[src/rtl/core/fac_pkg.sv]
// Shared types, constants and helpers for the frustum box culling block.
package fac_pkg;

  localparam int COORD_WIDTH     = 16;
  localparam int PLANES_PER_TEST = 6;

  localparam int NORM_W     = 16;
  localparam int EPS_W      = 16;
  localparam int DIST_SHIFT = 14;
  localparam int PLANE_W    = 4 * NORM_W;
  localparam int CFG_IDX_W  = 3;

  localparam int NUM_PLANE_REGS = 7;
  localparam logic [CFG_IDX_W-1:0] REG_EPSILON = CFG_IDX_W'(7);
  localparam logic [EPS_W-1:0] EPS_RESET = EPS_W'(2);

  localparam int BOX_W      = 6 * COORD_WIDTH;
  localparam int S_TDATA_W  = 8 * ((BOX_W + 7) / 8);
  localparam int M_TDATA_W  = 8;

  localparam int PROD_W  = NORM_W + COORD_WIDTH;
  localparam int DTERM_W = NORM_W + DIST_SHIFT;
  localparam int SUM_W   = ((PROD_W > DTERM_W) ? PROD_W : DTERM_W) + 2;

  localparam logic OP_VIEW_SET   = 1'b0;
  localparam logic OP_OBJECT_SET = 1'b1;

  typedef logic signed [COORD_WIDTH-1:0] coord_t;
  typedef logic signed [NORM_W-1:0] norm_t;

  typedef struct packed {
    norm_t d;
    norm_t nz;
    norm_t ny;
    norm_t nx;
  } plane_t;

  typedef struct packed {
    coord_t max_z;
    coord_t max_y;
    coord_t max_x;
    coord_t min_z;
    coord_t min_y;
    coord_t min_x;
  } box_t;

  typedef struct packed {
    logic ld1;
    logic ld2;
  } stage_ld_t;

  typedef enum logic [1:0] {
    VERDICT_OUTSIDE = 2'd0,
    VERDICT_INSIDE  = 2'd1,
    VERDICT_OVERLAP = 2'd2
  } verdict_t;

  typedef enum logic [2:0] {
    PL_TOP        = 3'd0,
    PL_RIGHT      = 3'd1,
    PL_BOTTOM     = 3'd2,
    PL_LEFT       = 3'd3,
    PL_FAR        = 3'd4,
    PL_NEAR       = 3'd5,
    PL_OBJECT_FAR = 3'd6
  } plane_sel_t;

  // Maps a test slot of the chosen plane set to its plane register.
  function automatic plane_sel_t plane_slot(input logic opcode, input logic [2:0] slot);
    plane_sel_t sel;
    unique case (slot)
      3'd0:    sel = PL_TOP;
      3'd1:    sel = PL_RIGHT;
      3'd2:    sel = PL_BOTTOM;
      3'd3:    sel = PL_LEFT;
      3'd4:    sel = (opcode == OP_OBJECT_SET) ? PL_NEAR : PL_FAR;
      3'd5:    sel = (opcode == OP_OBJECT_SET) ? PL_OBJECT_FAR : PL_NEAR;
      3'd6:    sel = PL_TOP;
      default: sel = PL_RIGHT;
    endcase
    return sel;
  endfunction

endpackage

[src/rtl/core/fac_cfg.sv]
// Configuration register file holding the frustum planes and epsilon.
module fac_cfg (
  input  logic                           clk,
  input  logic                           rst,
  input  logic                           cfg_wr_en,
  input  logic [fac_pkg::CFG_IDX_W-1:0]  cfg_index,
  input  logic [fac_pkg::PLANE_W-1:0]    cfg_wdata,
  output fac_pkg::plane_t                planes [fac_pkg::NUM_PLANE_REGS],
  output logic [fac_pkg::EPS_W-1:0]      eps
);
  import fac_pkg::*;

  always_ff @(posedge clk) begin
    if (rst) begin
      for (int i = 0; i < NUM_PLANE_REGS; i++) begin
        planes[i] <= '0;
      end
      eps <= EPS_RESET;
    end else if (cfg_wr_en) begin
      priority if (32'(cfg_index) < NUM_PLANE_REGS) begin
        planes[cfg_index] <= plane_t'(cfg_wdata);
      end else if (cfg_index == REG_EPSILON) begin
        eps <= cfg_wdata[EPS_W-1:0];
      end
    end
  end

endmodule

[config.mk]
export PLATFORM = sky130hd
export DESIGN_NAME = fac_cfg
export DESIGN_NICKNAME = d
export VERILOG_FILES = /design/src/rtl/core/fac_pkg.sv /design/src/rtl/core/fac_cfg.sv
export SDC_FILE = /design/constraint.sdc
export NUM_CORES = 1
export LEC_CHECK = 0
export BUFFER_PORTS_ARGS = -buffer_cell sky130_fd_sc_hd__buf_2
export CAP_MARGIN = 40
export CORE_MARGIN = 8
export CORE_UTILIZATION = 26
export CTS_CLUSTER_DIAMETER = 120
export DETAILED_ROUTE_END_ITERATION = 16
export GPL_ROUTABILITY_DRIVEN = 0
export PLACE_DENSITY = 0.55
export SYNTH_ARGS = -nofsm -noshare
export SYNTH_HDL_FRONTEND = slang
export SYNTH_SLANG_ARGS = --single-unit
[constraint.sdc]
create_clock -name clk -period 1.57 [get_ports clk]
set_input_delay 0.157 -clock clk [delete_from_list [all_inputs] [get_ports clk]]
set_output_delay 0.157 -clock clk [all_outputs]
set_load 0.01 [all_outputs]
After elaboration in Yosys (flattened, before gate mapping)
Index checks and enable logic that the tools add are counted.

storage, ports and cells
  register bits after elaboration = 464
  bits in latches = 0
  RAM bits = 0
  ROM bits = 0
  input bits = 70
  memories kept = 0

cells by class
  add/subtract/negate cells = 0
  multiply operators = 0
  div/mod/pow operators = 0
  $lt $le $gt $ge = 3
  eq/ne operators = 1
  shifts and indexed selects = 0
  muxes and demuxes = 3
  bitwise operators = 2
  reduce and logical (&&, ||, !) cells = 3

operator list
  kind                                                                   count
  448-bit bitwise mux                                                    1
  64-bit demux with 3-bit select                                         1
  64-bit two-way mux                                                     1
  4-bit >= comparator (second input constant)                            1
  4-bit by 1-bit < comparator with 1-bit output (second input constant)  1
  3-bit NOT with 4-bit output                                            1
  3-bit equality test (second input constant)                            1
  3-bit < comparator (second input constant)                             1
  3-bit AND reduction                                                    1
  2-bit AND reduction                                                    1
  1-bit logical AND                                                      1
  1-bit NOT                                                              1

Logic depth before layout (Yosys ltp)
Gate-level depths: netlist of run 1.

  depth in word-level cells = 6
  mapped depth = 5

Least setup slack after synthesis of run 1
Ideal clock, no wire load.

  path kind = input port to flip-flop
  start = in cfg_index[2] (netlist bit)
  end = reg planes[437] (netlist bit)
  arrival = 1.218 ns
  required time = 1.445 ns
  slack = 0.227 ns
  stages on the path = 5
  buffers on the path = 3
  path through = buf_2 -> or4b_4 -> buf_6 -> buf_6 -> mux2i_1

between the ends
  cells in the longest elaborated chain, start to end = 6
  elaborated cells on any way between the ends = 9
  those cells by class = order compare (3); mux (3); bitwise (1); reduce/logical (2)

RTL lines
  what                                                                                                               RTL line       text
  from (decl)                                                                                                        fac_cfg.sv:6   input logic [fac_pkg::CFG_IDX_W-1:0] cfg_index,
  3-bit NOT with 4-bit output (not written as such)                                                                  fac_cfg.sv:21  planes[cfg_index] <= plane_t'(cfg_wdata);
  4-bit >= comparator (not written as such) / 4-bit by 1-bit < comparator with 1-bit output (equally long branches)  fac_cfg.sv:21
  1-bit logical AND (not written as such)                                                                            fac_cfg.sv:21
  64-bit two-way mux (not written as such)                                                                           fac_cfg.sv:21
  64-bit demux with 3-bit select                                                                                     fac_cfg.sv:21
  448-bit bitwise mux                                                                                                fac_cfg.sv:21
  to (signal, indexed assignment)                                                                                    fac_cfg.sv:21
  to (decl)                                                                                                          fac_cfg.sv:8   output fac_pkg::plane_t planes [fac_pkg::NUM_PLANE_REGS],

Parallel ways exist; a longest one is shown, timed or not.
A chain may end at the register's enable or synchronous reset.

==> impl_metrics.py, run 1 <==
metrics = {
    "outcome": {
        "outcome": "finished, final reports clean",
    },
    "sta": {
        "drv_slew": 0,
        "rsz0062_at_grt": "no",
        "setup_viol": 0,
        "tightest_slew_ps": 489,
        "slew_headroom": 0.674,
        "finalHoldViolCount": 0,
        "fin_crit_sh": 0.862,
        "holdWs_ps": 27.2,
        "max_freq_mhz": 739,
        "setup_tns_ps": 0,
        "fin_worst_skew_ps": 0,
        "final.min_clock_period_ps": 1350,
    },
    "floorplanning": {
        "ios": 534,
        "dieHeight_um": 278,
        "start_util": 0.262,
        "die_area_um2": 77600,
        "fp.dieW_um": 278,
        "core_region_area_um2": 68500,
        "num_rows": 96,
    },
    "power_and_ir_drop": {
        "leakage_nw": 12.7,
        "ir_drop_mv": 0.742,
        "pwr_density_cell_nw_per_um2": 1100,
        "clock_power_share": 0.463,
        "switching_share": 0.236,
        "comb_power_share": 0.074,
        "pwr-share-seq": 0.462,
        "p_sw_mw": 6.21,
        "intPower_mw": 20.1,
    },
    "setup_path": {
        "cp.depth": 5,
        "crit-reg2reg-capture": "planes[280]$_SDFFE_PP0P_",
        "crit_fanout": 69,
        "cp_num_buf_inv": 3,
        "cp_slowest_cell": "dlygate4sd3_1",
        "slowest_delay_ps": 560,
        "reg2reg_depth": 2,
        "crit_path_cell_trace": "dlygate4sd3_1 > buf_8 > buf_12 > nand2b_1 > mux2i_1",
        "critPathLaunchType": "input port",
        "path_class": "in -> reg",
        "critPathRequiredTime_ps": 2020,
        "startpoint": "rst",
        "cp-end-kind": "register",
        "cp.arrival_ps": 1810,
        "path_delay_family": "buffers and inverters",
        "rrSetupSlack_ps": 910,
        "r2r-start": "planes[280]$_SDFFE_PP0P_",
    },
    "synthesis": {
        "yosys.area.top_type": "dfxtp_1",
        "synth_top_area_frac": 0.519,
        "synth_nets": 1664,
        "synth_cell_types": 15,
        "seq_area_frac_synth": 0.519,
        "synth_edf_count": 0,
        "async_reset_ff_frac": 0,
        "synth_most_common_cell": "nand2b_1",
        "synth_commonest_cells": "527 x nand2b_1, 464 x dfxtp_1, 464 x mux2i_1, 66 x clkbuf_1, 48 x buf_2",
        "yosys_warnings": 0,
        "synth_seq_cells": 464,
        "syn_avg_cell_area_um2": 11.2,
        "syn_area_um2": 17900,
        "synth_ff_type": "dfxtp_1",
        "synth_area_leaders": "dfxtp_1 52%, mux2i_1 26%, nand2b_1 18%",
        "synth_cells": 1594,
    },
    "min_path": {
        "hold_depth": 3,
        "min_to": "planes[147]$_SDFFE_PP0P_",
        "min_from": "cfg_wdata[19]",
        "hold_class": "in -> reg",
    },
    "placement": {
        "portBuffers": 533,
        "dp_hpwl_um": 43700,
    },
    "drt": {
        "drt_first_pass_iters": 4,
        "ant_nets": 0,
        "wire_per_inst_um": 19.8,
        "vias": 13200,
        "drc": 0,
        "drt_wl_total_um": 60800,
        "post_drt_via_cell_ratio": 4.30,
        "drt_iter0_drc": 637,
    },
    "grt": {
        "grt_max_degree": 70,
        "grtUsageTotal": 0.150,
        "overflow": 0,
        "antenna_found_initial": 0,
        "grt_pass1_vias": 13900,
        "grt_pass1_wl_um": 90900,
    },
    "clocking": {
        "htree_num_levels": 2,
        "cts-root-buf": "clkbuf_16",
        "clk_pin_slew_worst_paths_ps": 60,
        "clkSinkCount": 464,
        "cts_buffers": 51,
        "cts_tree": "built",
        "worstSkewPairLatency_ps": 580,
        "clock_path_buffers": 3,
        "cts_repair_resize_count": 0,
    },
    "job": {
        "maxCapViolations": 0,
    },
    "finish": {
        "diodes": 0,
        "layout.nets": 2217,
        "drive_gt1_frac": 0.316,
        "synthToLayoutAreaGrowth_pct": 33.8,
    },
}
==> repair_timing <==
| action | CTS | global route |
|---|---|---|
| setup buffers | 0 | 0 |
| endpoints found under the hold margin | 120 | 0 |
| hold buffers | 23 | 0 |
==> metrics by stage <==
stage / instances / power, mW / setup WS [ps] / utilization / cell area, um^2
2_1_floorplan: 1594 / 13.5 / 227 / - / 17900
3_3_place_gp: 2953 / 14.4 / 54.9 / 0.322 / 22000
3_5_place_dp: 2953 / 14.4 / 46.1 / 0.322 / 22000
4_1_cts: 3067 / 26.8 / 240 / 0.350 / 24000
5_1_grt: 3067 / 27.4 / 177 / 0.350 / 24000
6_report: 3067 / 26.4 / 217 / 0.350 / 24000
==> layer usage <==
| metal | vias to the layer above | wire [um] | share of wire | global-route usage |
|---|---|---|---|---|
| li1 | 6363 | - | - | - |
| met1 | 6408 | 25700 | 0.42 | 0.178 |
| met2 | 334 | 29900 | 0.49 | 0.264 |
| met3 | 76 | 3670 | 0.060 | 0.0398 |
| met4 | 0 | 1480 | 0.024 | 0.0424 |
| met5 | - | 0 | 0 | 0 |
==> flip-flops by register name (all words and copies together), names as in the netlist <==
signal and count:
planes 448, eps 16
==> power groups by stage <==
stage,registers (mW),logic [mW],clock network (mW)
final,12.2,1.96,12.2
after global routing,12.2,2.10,13.1
after CTS,12.2,2.00,12.6
after detailed placement,12.4,1.95,0
after global placement,12.4,1.93,0
after floorplan,12.5,0.923,0
==> layout by cell type, fill, tap and decap left out, drive strengths merged, types with 3 or more instances in the layout <==
master | netlist | routed
nand4bb | 3 | 3
dlygate4sd3 | 0 | 23
clkinv | 0 | 9
buf | 61 | 604
bufinv | 0 | 4
nand4b | 3 | 3
clkbuf | 66 | 73
inv | 0 | 3
mux2i | 464 | 464
dfxtp | 464 | 464
nand2b | 527 | 527
==> worst max path at each step <==
stage,endpoint
6_report,planes[32]$_SDFFE_PP0P_
5_1_grt,planes[416]$_SDFFE_PP0P_
4_1_cts,planes[353]
3_5_place_dp,planes[404]$_SDFFE_PP0P_
3_3_place_gp,planes[401]$_SDFFE_PP0P_
2_1_floorplan,planes[437]$_SDFFE_PP0P_
==> cell families (layout without fill, tap and decap cells) <==
| family | Yosys count | count (layout) | share of synthesized area |
|---|---|---|---|
| and+or+nand+nor | 539 | 539 | 0.190 |
| muxes | 464 | 464 | 0.259 |
| DFF | 464 | 464 | 0.519 |
| buffers and inverters | 127 | 718 | 0.0323 |
==> worst min-delay path, stage by stage <==
cell and delay, ps:
buf_2 80, nand2b_1 160, mux2i_1 160
==> final cells by class <==
class                           count  area, um^2
Fill cell                        6896       44500
Clock buffer                       73        1480
Clock inverter                     18         221
Sequential cell                   464        9290
Multi-Input combinational cell   1003        8120
Timing Repair Buffer              627        3770
Tap cell                          882        1100
Power figures use the tool's default switching activity.
==> run 2, diff against run 1 <==
Clock period 1.57 ns to 1.6 ns, I/O delays scaled along.
==> impl_metrics.py, run 2 (synthesized netlist as in run 1, its figures left out) <==
metrics = {
    "floorplanning": {
        "ios": 534,
        "core_region_area_um2": 68500,
        "fp.dieW_um": 278,
        "die_area_um2": 77600,
        "num_rows": 96,
        "dieHeight_um": 278,
        "start_util": 0.262,
    },
    "outcome": {
        "outcome": "finished, final reports clean",
    },
    "setup_path": {
        "path_class": "in -> reg",
        "critPathLaunchType": "input port",
        "cp-end-kind": "register",
        "crit_fanout": 92,
        "crit_path_cell_trace": "dlygate4sd3_1 > buf_8 > buf_12 > nand2b_1 > mux2i_1",
        "critPathRequiredTime_ps": 2040,
        "cp_num_buf_inv": 3,
        "cp.arrival_ps": 1830,
        "path_delay_family": "buffers and inverters",
        "slowest_delay_ps": 560,
        "cp_slowest_cell": "dlygate4sd3_1",
    },
    "sta": {
        "finalHoldViolCount": 0,
        "tightest_slew_ps": 515,
        "fin_crit_sh": 0.866,
        "setup_ws_ps": 214,
        "rsz0062_at_grt": "no",
        "fin_worst_skew_ps": 0,
        "max_freq_mhz": 722,
        "drv_slew": 0,
        "final.min_clock_period_ps": 1390,
        "slew_headroom": 0.657,
        "setup_tns_ps": 0,
        "setup_viol": 0,
    },
    "clocking": {
        "cts_buffers": 52,
        "worstSkewPairLatency_ps": 590,
        "cts_tree": "built",
        "cts_setup_buffers": 0,
        "holdBufCountCts": 21,
        "clock_path_buffers": 3,
        "clk_pin_slew_worst_paths_ps": 60,
        "clkSinkCount": 464,
        "cts-root-buf": "clkbuf_16",
        "htree_num_levels": 2,
        "cts_repair_resize_count": 0,
    },
    "grt": {
        "grt_pass1_wl_um": 90200,
        "antenna_found_initial": 1,
        "grt_pass1_vias": 14100,
        "grtUsageTotal": 0.149,
        "overflow": 0,
        "grt_max_degree": 93,
    },
    "drt": {
        "drt_iter0_drc": 597,
        "ant_nets": 0,
        "drc": 0,
        "drt_wl_total_um": 60700,
        "wire_per_inst_um": 19.8,
        "vias": 13300,
        "drt_first_pass_iters": 4,
        "post_drt_via_cell_ratio": 4.32,
    },
    "finish": {
        "layout.nets": 2213,
        "nFillCells": 6918,
        "top_regs": "planes x448, eps x16",
        "multi_input_area_um2": 8120,
        "drive_gt1_frac": 0.319,
        "synthToLayoutAreaGrowth_pct": 33.8,
        "layout.area.seq_um2": 9290,
        "largest_register_ffs": 448,
        "stdcell_count": 3066,
        "final_cell_mix": "532 x buf_2, 527 x nand2b_1, 464 x mux2i_1, 464 x dfxtp_1, 53 x clkbuf_16",
        "regMostFlops": "planes",
        "final_common_cell": "buf_2",
    },
    "job": {
        "maxCapViolations": 0,
    },
    "power_and_ir_drop": {
        "leakage_nw": 12.7,
        "power_mw": 26.3,
        "ir_drop_mv": 0.693,
        "pwr_density_cell_nw_per_um2": 1100,
    },
    "placement": {
        "dpl.cell_count": 2950,
        "preCtsSetupSlack_ps": 62.0,
        "dp_hpwl_um": 43600,
        "portBuffers": 533,
    },
    "min_path": {
        "hold_class": "in -> reg",
    },
}
==> run 2: cell count changes in the layout (fill, tap and decap cells not counted), sizes merged <==
cell / previous run / this run
diode: 0 / 1
clkinvlp: 2 / 3
dlygate4sd3: 23 / 21
clkbuf: 73 / 70
buf: 604 / 601
bufinv: 4 / 5
clkinv: 9 / 12
inv: 3 / 4
==> run 2: worst reg2reg max path: cells and delay by family (launching register included) <==
kind             cells  cell delay [ps]
AND/OR/NAND/NOR      1               80
multiplexers         1              120
flip-flops           1              410
==> run 2: area by class of cell <==
type / instances / area share
clock buffer: 70 / 0.0634
sequential: 464 / 0.388
clock inverter: 24 / 0.0115
multi-input combinational: 1003 / 0.339
timing repair buffer: 622 / 0.153
antenna: 1 / 0.000104
tap: 882 / 0.0460
==> run 2: worst paths after layout <==
check | startpoint | endpoint | cells after the start | slack, ps
setup / recovery | rst | planes[35]$_SDFFE_PP0P_ | 5 | 210
hold / removal | cfg_wdata[3] | eps[3]$_SDFFE_PP0P_ | 3 | 20
setup reg to reg | planes[415]$_SDFFE_PP0P_ | planes[415]$_SDFFE_PP0P_ | 2 | 930
hold reg to reg | planes[419]$_SDFFE_PP0P_ | planes[419]$_SDFFE_PP0P_ | 2 | 470
==> run 2: through the flow <==
stage,hold WS [ps],instance area [um^2],util
global placement,431,22000,0.321
CTS,0.0592,24000,0.350
finish,22.4,24000,0.350
global route,15.6,24000,0.350
detailed placement,442,22000,0.321
floorplan,321,17900,-
==> run 2: where the power goes <==
group | switching (mW) | internal, mW
registers | 0.143 | 11.8
clock network | 4.97 | 7.47
logic | 1.04 | 0.854
total | 6.15 | 20.1
==> run 2: layer usage <==
metal | share of wire | track usage | wire [um]
met4 | 0.037 | 0.0575 | 2260
met3 | 0.065 | 0.0409 | 3940
met2 | 0.49 | 0.259 | 29500
met1 | 0.41 | 0.172 | 24900
met5 | 0 | 0 | 0
